[src/rtl/core/ldr_pkg.sv]
// Shared types and constants for the longest distinct run block.
// Used by ldr_ctrl, ldr_datapath and longest_distinct_run. No dependencies.
package ldr_pkg;

	localparam int LDR_MAX_ITEMS = 1024;
	localparam int VAL_W         = 32;
	localparam int RUN_W         = 11;

	typedef enum logic [1:0] {
		ST_IDLE,
		ST_LOAD,
		ST_CMP,
		ST_COMMIT
	} ldr_state_t;

	// controller -> datapath commands
	typedef struct packed {
		logic load;      // capture input item, scan index <= item count
		logic ovf_set;   // store full: flag overflow, item dropped
		logic rd_first;  // read entry scan-1
		logic rd_next;   // read entry scan-2 while stepping
		logic match;     // window restarts after matched entry
		logic step;      // scan index down by one
		logic commit;    // write value, bump count, update best
		logic emit;      // drive result, clear sequence state
	} ldr_cmd_t;

	// datapath -> controller status
	typedef struct packed {
		logic full;           // item count reached capacity
		logic at_start;       // scan index equals window start
		logic next_at_start;  // scan index - 1 equals window start
		logic match;          // read entry equals held value
		logic last;           // held item closes the sequence
	} ldr_sts_t;

endpackage

[src/rtl/core/ldr_ctrl.sv]
// Controller state machine for the longest distinct run block.
// Depends on ldr_pkg; drives ldr_datapath through ldr_cmd_t.
module ldr_ctrl
	import ldr_pkg::*;
(
	input  logic     clk,
	input  logic     arst_n,
	input  logic     start,
	input  ldr_sts_t sts,
	output ldr_cmd_t cmd,
	output logic     busy
);

	ldr_state_t state_q, state_nx;

	always_ff @(posedge clk or negedge arst_n) begin
		if (!arst_n) begin
			state_q <= ST_IDLE;
		end else begin
			state_q <= state_nx;
		end
	end

	always_comb begin
		state_nx = state_q;
		cmd      = '0;
		busy     = 1'b1;
		case (state_q)
			ST_IDLE: begin
				busy = 1'b0;
				if (start) begin
					cmd.load = 1'b1;
					state_nx = ST_LOAD;
				end
			end
			ST_LOAD: begin
				if (sts.full) begin
					cmd.ovf_set = 1'b1;
					cmd.emit    = sts.last;
					state_nx    = ST_IDLE;
				end else if (sts.at_start) begin
					state_nx = ST_COMMIT;
				end else begin
					cmd.rd_first = 1'b1;
					state_nx     = ST_CMP;
				end
			end
			ST_CMP: begin
				if (sts.match) begin
					cmd.match = 1'b1;
					state_nx  = ST_COMMIT;
				end else begin
					cmd.step = 1'b1;
					if (sts.next_at_start) begin
						state_nx = ST_COMMIT;
					end else begin
						cmd.rd_next = 1'b1;
					end
				end
			end
			ST_COMMIT: begin
				cmd.commit = 1'b1;
				cmd.emit   = sts.last;
				state_nx   = ST_IDLE;
			end
			default: begin
				state_nx = ST_IDLE;
			end
		endcase
	end

endmodule

[config.mk]
export PLATFORM = sky130hd
export DESIGN_NAME = ldr_ctrl
export DESIGN_NICKNAME = d
export VERILOG_FILES = /design/src/rtl/core/ldr_pkg.sv /design/src/rtl/core/ldr_ctrl.sv
export SDC_FILE = /design/constraint.sdc
export NUM_CORES = 1
export LEC_CHECK = 0
export BUFFER_PORTS_ARGS = -buffer_cell sky130_fd_sc_hd__buf_2
export CAP_MARGIN = 10
export CORE_AREA = 2 2 39 41
export DETAILED_ROUTE_END_ITERATION = 10
export DIE_AREA = 0 0 41 43
export GPL_TIMING_DRIVEN = 1
export PLACE_DENSITY = 0.46
export SETUP_SLACK_MARGIN = 0.1
export SKIP_CTS_REPAIR_TIMING = 1
export SYNTH_ARGS = -nofsm -noshare
export SYNTH_HDL_FRONTEND = slang
export SYNTH_SLANG_ARGS = --single-unit
[constraint.sdc]
create_clock -name clk -period 0.83 [get_ports clk]
set_input_delay 0.083 -clock clk [delete_from_list [all_inputs] [get_ports clk]]
set_output_delay 0.083 -clock clk [all_outputs]
set_load 0.01 [all_outputs]
==> reports/metrics.csv <==
metric;value;unit
status;finished with violations;
violated checks;setup timing;
normalized max-slew margin;86.0;%
first-pass GRT wire length;869;um
Clk pwr share;18.4;%
1st-iter DRT viols;0;
Seq/Total Area, Yosys;31.3;%
non-filler instance count after layout;65;
RSZ-0062 raised after global routing;true;
Int Pwr;0.857;mW
remaining antenna violation count;0;
sw frac;34.8;%
Die ar.;0.00176;sq mm
# IOs;17;
Die Height;43;um
critical path arrival;1230;ps
drc violations;0;
Mapped Avg Cell Area;8.43;sq um
PwrDens;3030;mW/mm^2
leakage;0.234;nW
drt pass-1 iters;1;
Clock Sinks;2;
H-tree depth;1;
nets@finish;58;
input/output buffers;16;
area delta synth->final;171;%
MaxCap Viol Count;0;
Worst-Skew Late Latency;230;ps
RD Place Congestion;0.576;
Hold Vio Cnt, Final;0;
grt total ovfl;0;
flop and latch count out of synthesis;2;
Die W;41;um
Cell Area, Synth;160;sq um
worst slew pin tran;209;ps
area of placed instances;334;sq um
drt wl/cell;8.82;um
Critical Path Sink Type;output pin;
Peak VDD IR;0.948;mV
Final Instance Area;434;sq um
share of layout cells above drive strength 1;81.6;%
largest net degree at the start of global routing;7;
Combinational Power Share;65.1;%
Total GRT Usage;7.13;%
Total Wirelength;573;um
kind of critical path;flip-flop to output pin;
Final Util;31.4;%
Synth top area share;31.3;%
Critical Path Start Type;flip-flop;
CTS tree;done;
Clock Path Buffers;2;
Initial Util;11.6;%
synth unique cells;14;
Final Cycle Share;158;%
Antenna Cells;0;
DP Cell Count;56;
smallest hold slack;170;ps
f_max;763;MHz
initial antenna violation count;0;
HPWL after DPL;433;um
Slew Limit Fails;0;
Synth area leader;dfrtp_1;
Switch Pwr;0.458;mW
reg2reg setup slack;-270;ps
Yosys warnings;0;
Reg clk slew, reported paths;40;ps
clk root buf;clkbuf_4;
Seq pwr share;16.5;%
Post-Syn Nets;27;
Worst Path Max Fanout;6;
vias in the first global route;216;
CTS buffer count;3;
Via density;3.85;
final setup fails;11;
core box area;0.00138;sq mm
Hold Path Class;primary input to async pin;
Layout Skew;9.36;ps
setup ws final;-480;ps
via count;250;
Critical Path RT;750;ps
top post-synthesis cells by area;dfrtp_1 (31%), nor2_1 (9.4%), nand4bb_1 (7.0%);
Core Rows;14;
Syn Inst Count;19;
fin crit period;1310;ps
==> cells by family after synthesis <==
family	count (synthesis)	share of synthesized area [%]
AOI/OAI and AO/OA	3	14.1
and+or+nand+nor	12	50.0
buffers and inverters	2	4.69
DFF	2	31.3
==> worst max-delay path: stages, from the launching register on <==
cell and delay, ps:
dfrtp_2 420, or3b_4 390, nor2_2 70, buf_2 120
==> stage by stage <==
step                      setup WS [ps]  TNS [ps]  total power, mW
final                              -480     -4330             1.32
after detailed placement           -265     -1920            0.849
after CTS                          -519     -4200             1.11
after floorplan                    -178      -840            0.548
after global placement             -249     -1890            0.851
after global routing               -537     -4890             1.44
==> cell usage after synthesis, drive strengths merged <==
cell type / n
nor2: 4
dfrtp: 2
inv: 2
a21oi: 1
and2: 1
and3b: 1
nand2: 1
nand4bb: 1
nor4b: 1
o211a: 1
o21bai: 1
or2: 1
or2b: 1
or3b: 1
==> layer usage <==
metal | share of wire, % | wire (um) | up-vias | track usage [%]
li1 | - | - | 126 | -
met1 | 46 | 264 | 109 | 9.65
met2 | 41 | 234 | 15 | 10.0
met3 | 13 | 74 | 0 | 3.14
met4 | 0 | 0 | 0 | 2.00
met5 | 0 | 0 | - | 0
==> layout by cell type, fill, tap and decap left out, drive strengths merged <==
cell type	netlist	layout
inv	2	2
or2	1	1
nand4bb	1	1
a21oi	1	1
or3b	1	1
o211a	1	1
nor2	4	4
dlygate4sd3	0	1
clkbuf	0	4
buf	0	25
dfrtp	2	2
and3b	1	1
o21bai	1	1
nor4b	1	1
nand2	1	1
or2b	1	1
and2	1	1
==> layout make-up <==
class                      count  area (sq um)
fill                         153           950
clock buffer                   4          26.3
timing repair buffer          26           188
inverter                       2          7.51
tap                           16          20.0
multi-input combinational     15           140
sequential                     2          52.6
==> power groups by stage <==
stage	clock [mW]	combinational, mW	sequential [mW]
final	0.242	0.856	0.217
after global routing	0.270	0.944	0.228
after CTS	0.254	0.633	0.220
after detailed placement	0	0.629	0.220
after global placement	0	0.632	0.219
after floorplan	0	0.326	0.222
==> path summary, 6_finish.rpt <==
check,end,depth (start not counted)
min reg2reg,flip-flop,2
min,state_q[0],2
max reg2reg,state_q[0],5
max,cmd[5],3
max in group asynchronous,async pin,2
min in group clk,state_q[0],3
Power figures use the tool's default switching activity.
